File: config.mk
export PLATFORM = sky130hd
export DESIGN_NAME = multi_slot_periodic_timer_top_flat
export DESIGN_NICKNAME = d
export VERILOG_FILES = /design/src/hdl/mspt_pkg.sv /design/src/hdl/mspt_if.sv /design/src/hdl/multi_slot_periodic_timer_top.sv /design/src/hdl/mspt_front.sv /design/src/hdl/mspt_rem.sv /design/src/hdl/mspt_back.sv /design/src/flat_wrapper.sv
export SDC_FILE = /design/constraint.sdc
export NUM_CORES = 2
export LEC_CHECK = 0
export ABC_AREA = 1
export BUFFER_PORTS_ARGS = -buffer_cell sky130_fd_sc_hd__buf_2
export CAP_MARGIN = 20
export CORE_UTILIZATION = 38
export DETAILED_ROUTE_END_ITERATION = 7
export PLACE_DENSITY_LB_ADDON = 0.05
export SLEW_MARGIN = 5
export SYNTH_ARGS = -nofsm -noshare
export SYNTH_HDL_FRONTEND = slang
export SYNTH_HIERARCHICAL = 1
export SYNTH_SLANG_ARGS = --single-unit
File: constraint.sdc
create_clock -name clk_i -period 17.7 [get_ports clk_i]
set_input_delay 5.31 -clock clk_i [delete_from_list [all_inputs] [get_ports clk_i]]
set_output_delay 5.31 -clock clk_i [all_outputs]
set_load 0.1 [all_outputs]
File: src/hdl/mspt_pkg.sv
// mspt_pkg: shared widths, codes and types of the multi-slot periodic timer
// no dependencies; used by every file of the block

package mspt_pkg;

  // field widths fixed by the item format
  localparam int FUNC_W = 2;
  localparam int SLOT_W = 4;
  localparam int TIME_W = 32;

  // default slot count and depth of the command queue
  localparam int NUM_SLOTS_DEF = 16;
  localparam int CMDQ_DEPTH    = 2;

  // function codes as they arrive on the input channel
  typedef enum logic [FUNC_W-1:0] {
    FUNC_TICK  = 2'd0,
    FUNC_START = 2'd1,
    FUNC_STOP  = 2'd2,
    FUNC_NOP   = 2'd3
  } func_e;

  // classified command handed from front to back
  typedef enum logic [1:0] {
    OP_TICK,
    OP_START,
    OP_STOP
  } op_e;

  typedef struct packed {
    op_e               op;
    logic [SLOT_W-1:0] slot;
    logic [TIME_W-1:0] duration;
    logic              repeat_req;
    logic [TIME_W-1:0] now;
  } cmd_t;

  // back end sequencer states
  typedef enum logic [1:0] {
    BK_IDLE,
    BK_SCAN,
    BK_DIV,
    BK_FLUSH
  } back_state_e;

  // remainder unit request and response
  typedef struct packed {
    logic              start;
    logic [TIME_W-1:0] num;
    logic [TIME_W-1:0] den;
  } rem_req_t;

  typedef struct packed {
    logic              done;
    logic [TIME_W-1:0] rem;
  } rem_rsp_t;

endpackage

File: src/hdl/mspt_if.sv
// mspt_in_if / mspt_out_if: valid-ready channels of the periodic timer
// depends on mspt_pkg for field widths

interface mspt_in_if;
  logic                          valid;
  logic                          ready;
  logic [mspt_pkg::FUNC_W-1:0]   func;
  logic [mspt_pkg::SLOT_W-1:0]   slot;
  logic [mspt_pkg::TIME_W-1:0]   duration;
  logic                          repeat_req;
  logic [mspt_pkg::TIME_W-1:0]   now;

  modport source (output valid, func, slot, duration, repeat_req, now, input ready);
  modport sink   (input valid, func, slot, duration, repeat_req, now, output ready);
endinterface

interface mspt_out_if;
  logic                          valid;
  logic                          ready;
  logic [mspt_pkg::SLOT_W-1:0]   fired_slot;
  logic [mspt_pkg::TIME_W-1:0]   lateness;
  logic                          last_alarm;

  modport source (output valid, fired_slot, lateness, last_alarm, input ready);
  modport sink   (input valid, fired_slot, lateness, last_alarm, output ready);
endinterface

File: src/hdl/multi_slot_periodic_timer_top.sv
// multi_slot_periodic_timer_top: command queue front, slot sequencer back
// depends on mspt_pkg, mspt_if, mspt_front, mspt_rem, mspt_back
//
//   port    dir  payload                                   done when
//   in_i    in   func, slot, duration, repeat_req, now     valid && ready
//   out_o   out  fired_slot, lateness, last_alarm          valid && ready
//
// start and stop are handled by the idle back end; a tick reads the slot memory
// one slot per cycle, unless the output or the remainder unit holds the scan
// each repeating slot late by a whole period or more also takes a pass through
// the bit-serial remainder unit
// the last alarm of a tick leaves only once the scan has ended
// reset clears all active marks at once; no clearing pass
// a two-word queue lets the input take words while the back end scans

module multi_slot_periodic_timer_top #(
  parameter int NUM_SLOTS = mspt_pkg::NUM_SLOTS_DEF
) (
  input  logic        clk_i,
  input  logic        rst_ni,
  mspt_in_if.sink     in_i,
  mspt_out_if.source  out_o
);

  logic                 cmd_valid;
  logic                 cmd_ready;
  mspt_pkg::cmd_t       cmd;
  mspt_pkg::rem_req_t   rem_req;
  mspt_pkg::rem_rsp_t   rem_rsp;

  // accept and classify
  mspt_front #(
    .NUM_SLOTS (NUM_SLOTS)
  ) u_front (
    .clk_i       (clk_i),
    .rst_ni      (rst_ni),
    .in_i        (in_i),
    .cmd_valid_o (cmd_valid),
    .cmd_o       (cmd),
    .cmd_ready_i (cmd_ready)
  );

  // catch-up remainder
  mspt_rem u_rem (
    .clk_i  (clk_i),
    .rst_ni (rst_ni),
    .req_i  (rem_req),
    .rsp_o  (rem_rsp)
  );

  // slot sequencer
  mspt_back #(
    .NUM_SLOTS (NUM_SLOTS)
  ) u_back (
    .clk_i       (clk_i),
    .rst_ni      (rst_ni),
    .cmd_valid_i (cmd_valid),
    .cmd_i       (cmd),
    .cmd_ready_o (cmd_ready),
    .rem_req_o   (rem_req),
    .rem_rsp_i   (rem_rsp),
    .out_o       (out_o)
  );

endmodule

File: src/hdl/mspt_front.sv
// mspt_front: accepts input words, drops ones that do nothing, queues commands
// depends on mspt_pkg and mspt_in_if

module mspt_front #(
  parameter int NUM_SLOTS = mspt_pkg::NUM_SLOTS_DEF
) (
  input  logic                clk_i,
  input  logic                rst_ni,
  mspt_in_if.sink             in_i,
  output logic                cmd_valid_o,
  output mspt_pkg::cmd_t      cmd_o,
  input  logic                cmd_ready_i
);

  localparam int PW = (mspt_pkg::CMDQ_DEPTH > 1) ? $clog2(mspt_pkg::CMDQ_DEPTH) : 1;
  localparam int CW = $clog2(mspt_pkg::CMDQ_DEPTH + 1);

  mspt_pkg::cmd_t   q_mem [mspt_pkg::CMDQ_DEPTH];
  logic [PW-1:0]    wr_ptr_q, wr_ptr_d;
  logic [PW-1:0]    rd_ptr_q, rd_ptr_d;
  logic [CW-1:0]    cnt_q, cnt_d;
  logic             keep;
  logic             slot_ok;
  logic             push, pop;
  mspt_pkg::cmd_t   cmd_new;

  // classify the incoming word
  assign slot_ok = (32'(in_i.slot) < NUM_SLOTS);

  always_comb begin
    keep           = 1'b0;
    cmd_new.op     = mspt_pkg::OP_TICK;
    cmd_new.slot   = in_i.slot;
    cmd_new.duration   = in_i.duration;
    cmd_new.repeat_req = in_i.repeat_req;
    cmd_new.now    = in_i.now;
    case (in_i.func)
      mspt_pkg::FUNC_TICK: begin
        keep       = 1'b1;
        cmd_new.op = mspt_pkg::OP_TICK;
      end
      mspt_pkg::FUNC_START: begin
        keep       = slot_ok;
        cmd_new.op = mspt_pkg::OP_START;
      end
      mspt_pkg::FUNC_STOP: begin
        keep       = slot_ok;
        cmd_new.op = mspt_pkg::OP_STOP;
      end
      default: keep = 1'b0;
    endcase
  end

  // queue handshake
  assign in_i.ready  = (cnt_q != CW'(mspt_pkg::CMDQ_DEPTH));
  assign push        = in_i.valid && in_i.ready && keep;
  assign cmd_valid_o = (cnt_q != '0);
  assign pop         = cmd_valid_o && cmd_ready_i;
  assign cmd_o       = q_mem[rd_ptr_q];

  // pointer and fill count
  always_comb begin
    wr_ptr_d = wr_ptr_q;
    rd_ptr_d = rd_ptr_q;
    cnt_d    = cnt_q;
    if (push) begin
      wr_ptr_d = (wr_ptr_q == PW'(mspt_pkg::CMDQ_DEPTH - 1)) ? '0 : wr_ptr_q + 1'b1;
    end
    if (pop) begin
      rd_ptr_d = (rd_ptr_q == PW'(mspt_pkg::CMDQ_DEPTH - 1)) ? '0 : rd_ptr_q + 1'b1;
    end
    case ({push, pop})
      2'b10:   cnt_d = cnt_q + 1'b1;
      2'b01:   cnt_d = cnt_q - 1'b1;
      default: cnt_d = cnt_q;
    endcase
  end

  always_ff @(posedge clk_i or negedge rst_ni) begin
    if (!rst_ni) begin
      wr_ptr_q <= '0;
      rd_ptr_q <= '0;
      cnt_q    <= '0;
    end else begin
      wr_ptr_q <= wr_ptr_d;
      rd_ptr_q <= rd_ptr_d;
      cnt_q    <= cnt_d;
    end
  end

  // queue storage
  always_ff @(posedge clk_i) begin
    if (push) begin
      q_mem[wr_ptr_q] <= cmd_new;
    end
  end

endmodule

File: src/hdl/mspt_rem.sv
// mspt_rem: restoring remainder unit, one quotient bit per cycle
// depends on mspt_pkg

module mspt_rem (
  input  logic                clk_i,
  input  logic                rst_ni,
  input  mspt_pkg::rem_req_t  req_i,
  output mspt_pkg::rem_rsp_t  rsp_o
);

  localparam int TW  = mspt_pkg::TIME_W;
  localparam int NW  = $clog2(TW + 1);

  logic            busy_q;
  logic            done_q;
  logic [NW-1:0]   cnt_q;
  logic [TW-1:0]   num_q;
  logic [TW-1:0]   den_q;
  logic [TW-1:0]   r_q, r_d;
  logic [TW:0]     shifted;
  logic [TW:0]     diff;

  // one restoring step
  assign shifted = {r_q, num_q[TW-1]};
  assign diff    = shifted - {1'b0, den_q};

  always_comb begin
    if (shifted >= {1'b0, den_q}) begin
      r_d = diff[TW-1:0];
    end else begin
      r_d = shifted[TW-1:0];
    end
  end

  // step control
  always_ff @(posedge clk_i or negedge rst_ni) begin
    if (!rst_ni) begin
      busy_q <= 1'b0;
      done_q <= 1'b0;
      cnt_q  <= '0;
    end else begin
      done_q <= 1'b0;
      if (req_i.start) begin
        busy_q <= 1'b1;
        cnt_q  <= NW'(TW);
      end else if (busy_q) begin
        cnt_q <= cnt_q - 1'b1;
        if (cnt_q == NW'(1)) begin
          busy_q <= 1'b0;
          done_q <= 1'b1;
        end
      end
    end
  end

  // operands and partial remainder
  always_ff @(posedge clk_i) begin
    if (req_i.start) begin
      num_q <= req_i.num;
      den_q <= req_i.den;
      r_q   <= '0;
    end else if (busy_q) begin
      num_q <= {num_q[TW-2:0], 1'b0};
      r_q   <= r_d;
    end
  end

  assign rsp_o.done = done_q;
  assign rsp_o.rem  = r_q;

endmodule

File: src/hdl/mspt_back.sv
// mspt_back: runs start, stop and tick commands over the slot memory
// depends on mspt_pkg and mspt_out_if; drives the remainder unit

module mspt_back #(
  parameter int NUM_SLOTS = mspt_pkg::NUM_SLOTS_DEF
) (
  input  logic                clk_i,
  input  logic                rst_ni,
  input  logic                cmd_valid_i,
  input  mspt_pkg::cmd_t      cmd_i,
  output logic                cmd_ready_o,
  output mspt_pkg::rem_req_t  rem_req_o,
  input  mspt_pkg::rem_rsp_t  rem_rsp_i,
  mspt_out_if.source          out_o
);

  localparam int AW = (NUM_SLOTS > 1) ? $clog2(NUM_SLOTS) : 1;
  localparam int CW = $clog2(NUM_SLOTS + 1);
  localparam int TW = mspt_pkg::TIME_W;
  localparam int SW = mspt_pkg::SLOT_W;

  mspt_pkg::back_state_e state_q, state_d;

  // slot memory, undefined until a start writes an entry
  logic [TW-1:0]   exp_mem [NUM_SLOTS];
  logic [TW-1:0]   per_mem [NUM_SLOTS];
  logic            rep_mem [NUM_SLOTS];
  logic [NUM_SLOTS-1:0] act_q;

  logic [TW-1:0]   tnow_q;
  logic [CW-1:0]   rd_cnt_q;
  logic            s1_v_q;
  logic [AW-1:0]   s1_idx_q;
  logic [TW-1:0]   exp_rd_q;
  logic [TW-1:0]   per_rd_q;
  logic            rep_rd_q;

  logic            pend_v_q;
  logic [SW-1:0]   pend_slot_q;
  logic [TW-1:0]   pend_late_q;
  logic            out_v_q;
  logic [SW-1:0]   out_slot_q;
  logic [TW-1:0]   out_late_q;
  logic            out_last_q;

  logic            rd_more, due, keep_arm, slow, out_free, emit_ok, fire, s1_go, s1_step;
  logic [TW-1:0]   gap;
  logic            rd_en;
  logic            mem_we_exp, mem_we_cfg;
  logic [AW-1:0]   mem_waddr;
  logic [TW-1:0]   mem_wexp;
  logic            act_set, act_clr;
  logic [AW-1:0]   act_addr;
  logic            tick_load, s1_clear, flush_load, out_mid_load;

  // stage one checks of the slot just read
  assign rd_more  = (rd_cnt_q != CW'(NUM_SLOTS));
  assign gap      = tnow_q - exp_rd_q;
  assign due      = s1_v_q && act_q[s1_idx_q] && (tnow_q >= exp_rd_q);
  assign keep_arm = rep_rd_q && (per_rd_q != '0);
  assign slow     = keep_arm && (gap >= per_rd_q);
  assign out_free = !out_v_q || out_o.ready;
  assign emit_ok  = !pend_v_q || out_free;
  assign fire     = (state_q == mspt_pkg::BK_SCAN) && due && emit_ok;
  assign s1_go    = !s1_v_q || !due || emit_ok;
  assign s1_step  = (state_q == mspt_pkg::BK_SCAN) && s1_go && !(fire && slow);
  assign rd_en    = s1_step && rd_more;
  assign out_mid_load = fire && pend_v_q;

  // next state
  always_comb begin
    state_d = state_q;
    case (state_q)
      mspt_pkg::BK_IDLE: begin
        if (cmd_valid_i && (cmd_i.op == mspt_pkg::OP_TICK)) begin
          state_d = mspt_pkg::BK_SCAN;
        end
      end
      mspt_pkg::BK_SCAN: begin
        if (fire && slow) begin
          state_d = mspt_pkg::BK_DIV;
        end else if (!s1_v_q && !rd_more) begin
          state_d = mspt_pkg::BK_FLUSH;
        end
      end
      mspt_pkg::BK_DIV: begin
        if (rem_rsp_i.done) begin
          state_d = mspt_pkg::BK_SCAN;
        end
      end
      mspt_pkg::BK_FLUSH: begin
        if (!pend_v_q || out_free) begin
          state_d = mspt_pkg::BK_IDLE;
        end
      end
      default: state_d = mspt_pkg::BK_IDLE;
    endcase
  end

  // per-state controls
  always_comb begin
    cmd_ready_o   = 1'b0;
    mem_we_exp    = 1'b0;
    mem_we_cfg    = 1'b0;
    mem_waddr     = s1_idx_q;
    mem_wexp      = exp_rd_q + per_rd_q;
    act_set       = 1'b0;
    act_clr       = 1'b0;
    act_addr      = s1_idx_q;
    tick_load     = 1'b0;
    s1_clear      = 1'b0;
    flush_load    = 1'b0;
    rem_req_o.start = 1'b0;
    rem_req_o.num   = gap;
    rem_req_o.den   = per_rd_q;
    case (state_q)
      mspt_pkg::BK_IDLE: begin
        cmd_ready_o = 1'b1;
        if (cmd_valid_i) begin
          case (cmd_i.op)
            mspt_pkg::OP_START: begin
              mem_we_exp = 1'b1;
              mem_we_cfg = 1'b1;
              mem_waddr  = AW'(cmd_i.slot);
              mem_wexp   = cmd_i.now + cmd_i.duration;
              act_set    = 1'b1;
              act_addr   = AW'(cmd_i.slot);
            end
            mspt_pkg::OP_STOP: begin
              act_clr  = 1'b1;
              act_addr = AW'(cmd_i.slot);
            end
            mspt_pkg::OP_TICK: tick_load = 1'b1;
            default: ;
          endcase
        end
      end
      mspt_pkg::BK_SCAN: begin
        if (fire) begin
          if (slow) begin
            rem_req_o.start = 1'b1;
          end else if (keep_arm) begin
            mem_we_exp = 1'b1;
          end else begin
            act_clr = 1'b1;
          end
        end
      end
      mspt_pkg::BK_DIV: begin
        // next expiry is now + period - (gap mod period)
        if (rem_rsp_i.done) begin
          mem_we_exp = 1'b1;
          mem_wexp   = tnow_q + per_rd_q - rem_rsp_i.rem;
          s1_clear   = 1'b1;
        end
      end
      mspt_pkg::BK_FLUSH: flush_load = pend_v_q && out_free;
      default: ;
    endcase
  end

  // slot memory ports
  always_ff @(posedge clk_i) begin
    if (mem_we_exp) begin
      exp_mem[mem_waddr] <= mem_wexp;
    end
    if (mem_we_cfg) begin
      per_mem[mem_waddr] <= cmd_i.duration;
      rep_mem[mem_waddr] <= cmd_i.repeat_req;
    end
    if (rd_en) begin
      exp_rd_q <= exp_mem[rd_cnt_q[AW-1:0]];
      per_rd_q <= per_mem[rd_cnt_q[AW-1:0]];
      rep_rd_q <= rep_mem[rd_cnt_q[AW-1:0]];
    end
  end

  // control registers
  always_ff @(posedge clk_i or negedge rst_ni) begin
    if (!rst_ni) begin
      state_q  <= mspt_pkg::BK_IDLE;
      act_q    <= '0;
      rd_cnt_q <= '0;
      s1_v_q   <= 1'b0;
      s1_idx_q <= '0;
      pend_v_q <= 1'b0;
      out_v_q  <= 1'b0;
    end else begin
      state_q <= state_d;
      if (act_set) begin
        act_q[act_addr] <= 1'b1;
      end else if (act_clr) begin
        act_q[act_addr] <= 1'b0;
      end
      if (tick_load) begin
        rd_cnt_q <= '0;
        s1_v_q   <= 1'b0;
      end else if (s1_step) begin
        s1_v_q <= rd_more;
        if (rd_more) begin
          s1_idx_q <= rd_cnt_q[AW-1:0];
          rd_cnt_q <= rd_cnt_q + 1'b1;
        end
      end else if (s1_clear) begin
        s1_v_q <= 1'b0;
      end
      if (fire) begin
        pend_v_q <= 1'b1;
      end else if (flush_load) begin
        pend_v_q <= 1'b0;
      end
      if (out_mid_load || flush_load) begin
        out_v_q <= 1'b1;
      end else if (out_o.ready) begin
        out_v_q <= 1'b0;
      end
    end
  end

  // payload registers: tick time, held alarm and output word
  always_ff @(posedge clk_i) begin
    if (tick_load) begin
      tnow_q <= cmd_i.now;
    end
    if (fire) begin
      pend_slot_q <= SW'(s1_idx_q);
      pend_late_q <= gap;
    end
    if (out_mid_load || flush_load) begin
      out_slot_q <= pend_slot_q;
      out_late_q <= pend_late_q;
      out_last_q <= flush_load;
    end
  end

  assign out_o.valid      = out_v_q;
  assign out_o.fired_slot = out_slot_q;
  assign out_o.lateness   = out_late_q;
  assign out_o.last_alarm = out_last_q;

endmodule

File: src/flat_wrapper.sv
// flat-port wrapper written by rule: the top's interface ports become plain ports
module multi_slot_periodic_timer_top_flat 
#(
  parameter int NUM_SLOTS = mspt_pkg::NUM_SLOTS_DEF
)
  (clk_i, rst_ni, in_i_valid, in_i_func, in_i_slot, in_i_duration, in_i_repeat_req, in_i_now, in_i_ready, out_o_valid, out_o_fired_slot, out_o_lateness, out_o_last_alarm, out_o_ready);
  mspt_in_if in_i_i ();
  mspt_out_if out_o_i ();
  input  logic clk_i;
  input  logic rst_ni;
  input wire logic [$bits(in_i_i.valid)-1:0] in_i_valid;
  input wire logic [$bits(in_i_i.func)-1:0] in_i_func;
  input wire logic [$bits(in_i_i.slot)-1:0] in_i_slot;
  input wire logic [$bits(in_i_i.duration)-1:0] in_i_duration;
  input wire logic [$bits(in_i_i.repeat_req)-1:0] in_i_repeat_req;
  input wire logic [$bits(in_i_i.now)-1:0] in_i_now;
  output wire logic [$bits(in_i_i.ready)-1:0] in_i_ready;
  output wire logic [$bits(out_o_i.valid)-1:0] out_o_valid;
  output wire logic [$bits(out_o_i.fired_slot)-1:0] out_o_fired_slot;
  output wire logic [$bits(out_o_i.lateness)-1:0] out_o_lateness;
  output wire logic [$bits(out_o_i.last_alarm)-1:0] out_o_last_alarm;
  input wire logic [$bits(out_o_i.ready)-1:0] out_o_ready;
  assign in_i_i.valid = in_i_valid;
  assign in_i_i.func = in_i_func;
  assign in_i_i.slot = in_i_slot;
  assign in_i_i.duration = in_i_duration;
  assign in_i_i.repeat_req = in_i_repeat_req;
  assign in_i_i.now = in_i_now;
  assign in_i_ready = in_i_i.ready;
  assign out_o_valid = out_o_i.valid;
  assign out_o_fired_slot = out_o_i.fired_slot;
  assign out_o_lateness = out_o_i.lateness;
  assign out_o_last_alarm = out_o_i.last_alarm;
  assign out_o_i.ready = out_o_ready;
  multi_slot_periodic_timer_top #(.NUM_SLOTS(NUM_SLOTS)) u_core (.clk_i(clk_i), .rst_ni(rst_ni), .in_i(in_i_i), .out_o(out_o_i));
endmodule
# == Yosys cells after proc, flatten, opt, wreduce, memory -nomap -nowiden ==
# Memory sizes are Yosys's and may differ from the RTL's. A register that Yosys moved wholly into a read port is not among the register bits.
# Cells that the tools add are included.
# word_totals
ff_bits,243
ram_bits,1182
input_bits,75
mem_count,4
elab_cells,188
output_inout_bits,39
# op_classes
magnitude_cmp,6
bitwise_logic,4
n_addsub,12
reduce_logical,47
n_eq_ne,16
muxes,77
# mem_list
memory,depth,word_bits,read_ports,rd_clocked_by_memory_dff,write_ports,line,text
u_core.u_back.exp_mem,16,32,1,1,1,mspt_back.sv:25,logic [TW-1:0] exp_mem [NUM_SLOTS];
u_core.u_back.per_mem,16,32,1,1,1,mspt_back.sv:26,logic [TW-1:0] per_mem [NUM_SLOTS];
u_core.u_front.q_mem,2,71,1,0,1,mspt_front.sv:18,mspt_pkg::cmd_t q_mem [mspt_pkg::CMDQ_DEPTH];
u_core.u_back.rep_mem,16,1,1,1,1,mspt_back.sv:27,logic rep_mem [NUM_SLOTS];
# op_table
op,count
two-way mux 32 bit,6
adder 32 bit,3
subtractor 32 bit,3
greater-or-equal comparator 32 bit,2
case mux 32 bit (2 select lines),1
two-way mux 1 bit,45
greater-or-equal comparator 33 x 32 -> 1 bit,1
two-way mux 16 bit,2
nonzero test 32 bit,1
two-way mux 4 bit,6
logical AND 1 bit,18
AND 16 bit,1
NOT 16 bit,1
bitwise OR 16 bit,1
nonzero test 2 bit,8
two-way mux 5 bit,3
two-way mux 6 bit,2
== test 2 bit (second input constant),5
less-than comparator 4 x 5 -> 1 bit (second input constant),2
two-way mux 2 bit,5
== test 2 x 1 -> 1 bit (second input constant),4
case mux 2 bit (2 select lines),2
case mux 2 bit (4 select lines),1
== test 6 x 1 -> 1 bit (second input constant),1
other kinds (24),38

# == Depth between registers and ports, before layout ==
# An unclocked memory read counts as a cell.
# logic_depth
ltp_word,14
mapped_depth,32
depth_no_buf,30

# == By module ==
# The synthesis kept the hierarchy.
# modules_own_cells
module,seq_area_each_um2,area_per_inst_um2,n_inst,cells_each
mspt_back,37085.6,57356.3,1,5197
mspt_rem,2762.6,6914.1,1,993
mspt_front,4364.2,5444.0,1,406

# == Least setup slack after synthesis ==
# No wires, ideal clock.
# synth_timing
kind,input to register
from,input out_o_ready
to,"register u_core.u_rem.num_q[0], enable pin"
t_arrival_ps,8872
required_ps,17291
path_stages,12
path_buffers,2
setup_ps,409
slack_ps,8419
path_cell_list,nor2_1 > inv_1 > nor2_1 > inv_1 > nand2_1 > inv_1 > nand3_4 > nor2_1 > clkbuf_1 > nor2_1 > inv_1 > clkbuf_1
# synth_lines
element,line,text
from (decl),flat_wrapper.sv:22,input wire logic [$bits(out_o_i.ready)-1:0] out_o_ready;
to (signal assigned),mspt_rem.sv:59,num_q <= req_i.num;
to (signal assigned),mspt_rem.sv:63,"num_q <= {num_q[TW-2:0], 1'b0};"
to (decl),mspt_rem.sv:17,logic [TW-1:0] num_q;

==> results.toml <==
[die]
dieArea_sq_mm = 0.185
rows = 156
die_h_microns = 430
die_w_microns = 430
initial_core_util_pct = 38.4
ios = 114
core-area_sq_mm = 0.182

[worst_hold_path]
holdPathEnd = "u_core/u_back/out_o.lateness[25]$_DFFE_PP_"
whs_path_depth = 0
hold_start = "u_core/u_back/pend_late_q[25]$_DFFE_PP_"
hold_class = "reg -> reg"

[timing]
maxSlewHeadroom_pct = 24.4
finalSetupTns_ns = 0
period_minus_slack_ns = 7.18
fmax_mhz = 139
finalHoldViolCount = 0
rsz0062_at_grt = "no"
setup_viol = 0
fin_ws_ns = 10.52
worstMarginPinSlew_ns = 1.13
slew_violations = 0
fin_worst_skew_ns = 0.0589
fin_crit_sh_pct = 40.6

[cts]
ctsHoldBuffers = 0
cts_buffer_depth = 3
cts_tree = "built"
insertion_delay_ns = 0.84
postCtsSetupRepairBufs = 0
htreeDepth = 4
clock-sinks = 1490
cts_buffers = 166
clockRootBuffer = "clkbuf_16"
clk_pin_slew_ns = 0.06
post_cts_resize_count = 0

[route]
wire_per_inst_microns = 26.2
firstDrtPassIters = 7
drt_iter0_markers = 4602
wl_microns = 241000
dr_total_vias = 49700
antenna_left = 0
via_per_inst = 5.39
drcViolationCount = 0

[worst_setup_path]
end_kind = "flop"
setup.worst_path.class = "in -> reg"
reg2reg_to = "u_core/u_rem/r_q[28]$_SDFFE_PP0P_"
reg2reg_depth = 27
crit_fanout = 50
worstPathArrival_ns = 7.86
start_kind = "primary input"
r2r_start = "u_core/u_back/exp_rd_q[1]$_DFFE_PP_"
reg2reg_slack_ns = 11.23
required_ns = 18.38

[placed_design]
dpl_worst_slack_ns = 9.58
dpl.cell_count = 8905
io_buffers = 113
gp_congestion = 0.950
hpwl_microns = 165000

[global_route]
grt_pass1_wl_microns = 345000
grt_max_degree = 187
antenna_found_initial = 13
grt_pass1_vias = 47600
overflow = 0
grt_util_all_layers_pct = 25.8

[final_layout]
top_regs = "u_core/u_back/exp_mem (512), u_core/u_back/per_mem (512), u_core/u_front/q_mem (142)"
instances_no_fill = 9214
fin_util_pct = 43.3
area_growth_pct = 12.7
nNetsFinal = 7012
layout-drive-gt1-share_pct = 8.16

[synthesis]
syn_area_sq_mm = 0.0697
synth_cell_types = 58
syn_area_per_cell_sq_um = 10.6
ys_warn_count = 6
synthesis.nets = 6904
syn_inst = 6596
synth-seq-area-share_pct = 63.4
ys_seq_elements = 1490

[job]
drv_cap = 0

[run_status]
status = "finished, final reports clean"
[synthesized netlist by cell type, drive strengths merged]
master | number | area share [%]
nor4 | 12 | 0.11
or2 | 14 | 0.13
and2 | 4 | 0.036
fa | 35 | 1.0
xnor2 | 42 | 0.53
a21o | 26 | 0.28
edfxtp | 1416 | 61
o21a | 9 | 0.097
o21bai | 22 | 0.24
inv | 559 | 3.0
nand4 | 39 | 0.35
a211oi | 2 | 0.022
nand2 | 1399 | 7.6
dfrtp | 42 | 1.5
buf | 70 | 0.68
a22o | 4 | 0.050
o2111ai | 3 | 0.038
a221oi | 3 | 0.038
o211ai | 30 | 0.32
o22ai | 154 | 1.4
nand3b | 26 | 0.28
ha | 198 | 3.6
xor2 | 27 | 0.34
nand3 | 387 | 2.9
o221ai | 110 | 1.4
dfxtp | 32 | 0.92
clkinv | 4 | 0.022
a31oi | 1 | 0.0090
nor2 | 837 | 4.6
a21boi | 5 | 0.059
clkbuf | 194 | 1.1
a21oi | 196 | 1.4
nor3 | 29 | 0.22
o21ai | 665 | 4.8
[cell families (layout without fill, tap and decap cells)]
group	after synthesis	after routing	synth area share, %
flops	1490	1490	63.4
simple gates	2747	2747	16.2
fa+ha+maj	233	233	4.56
buf+inv	827	1070	4.79
compound gates	1230	1230	10.1
other cells	0	5	0
xor+xnor	69	69	0.867
[worst max-delay path, cell delays in order]
cell and delay (ns):
buf_2 0.08, nor2_1 0.06, inv_1 0.07, nor2_1 0.05, inv_1 0.06, nand2_1 0.05
inv_1 0.10, nand3_4 0.12, nor2_4 0.60, buf_4 0.66, nor2_2 0.11, buf_4 0.27
nand2_1 0.12, inv_1 0.04, nand2_1 0.06, nand2_1 0.05
[worst max-delay path by stage]
stage	slack [ns]	from	to	cells past startpoint
after floorplan	8.42	out_o_ready	u_core/u_rem/num_q[0]$_SDFFCE_PN0P_	12
after global placement	9.50	out_o_ready	u_core/u_back/exp_mem[13][0]$_DFFE_PP_	12
after detailed placement	9.58	out_o_ready	u_core/u_back/exp_mem[3][18]$_DFFE_PP_	12
after CTS	10.41	out_o_ready	u_core/u_back/exp_mem[3][23]$_DFFE_PP_	12
after global routing	10.36	out_o_ready	u_core/u_rem/r_q[27]$_SDFFE_PP0P_	16
final	10.52	out_o_ready	u_core/u_rem/r_q[28]$_SDFFE_PP0P_	16
[placed cells by master, fill, tap and decap left out, types with 6 or more instances in the layout]
master | Yosys | layout
nor2_4 | 3 | 38
nor3_1 | 28 | 27
xor2_1 | 27 | 27
dfrtp_1 | 42 | 38
nor4_1 | 12 | 12
o21ai_0 | 636 | 635
nand4_1 | 39 | 39
xnor2_1 | 42 | 42
nor2_1 | 817 | 781
inv_2 | 12 | 11
nand3b_1 | 26 | 26
clkinv_2 | 0 | 28
o211ai_1 | 30 | 30
bufinv_16 | 0 | 9
o21a_1 | 9 | 9
buf_2 | 30 | 113
ha_1 | 198 | 198
buf_16 | 0 | 6
edfxtp_1 | 1416 | 1416
clkinv_1 | 4 | 39
nor2_2 | 16 | 17
buf_4 | 8 | 82
o221ai_1 | 110 | 110
a21oi_1 | 193 | 193
clkbuf_16 | 0 | 168
or2_2 | 13 | 13
o22ai_1 | 154 | 154
o21bai_1 | 21 | 21
o21ai_1 | 28 | 28
nand3_1 | 380 | 380
nand2_2 | 13 | 14
nand2_1 | 1382 | 1381
inv_1 | 544 | 541
clkbuf_1 | 193 | 39
a21o_1 | 26 | 26
fa_1 | 35 | 35
dfxtp_1 | 32 | 32
clkinv_16 | 0 | 9
[layer usage]
| layer | up-vias | share of wire (%) | track usage, % |
|---|---|---|---|
| met5 | - | 0 | 0 |
| met2 | 1287 | 47 | 42.5 |
| met1 | 24800 | 45 | 35.6 |
| met3 | 280 | 4.7 | 3.67 |
| met4 | 0 | 2.5 | 6.83 |
| li1 | 23300 | - | - |
[cell type report]
cell class | count | area [sq um]
Multi-Input combinational cell | 4279 | 22400
Antenna cell | 5 | 12.5
Inverter | 563 | 2150
Timing Repair Buffer | 204 | 1410
Clock inverter | 91 | 926
Clock buffer | 212 | 4420
Tap cell | 2370 | 2970
Fill cell | 17200 | 103000
Sequential cell | 1490 | 44200
[through the flow]
| step | instance area (sq um) | hold WS [ns] |
|---|---|---|
| 6_report | 78500 | 0.414 |
| 2_1_floorplan | 69700 | 0.400 |
| 3_3_place_gp | 73000 | 0.401 |
| 4_1_cts | 78500 | 0.417 |
| 5_1_grt | 78500 | 0.417 |
| 3_5_place_dp | 73200 | 0.405 |
Power is left out: the tool's default activity adds up to more than one toggle a clock period on the data nets, which glitch-free logic cannot reach.
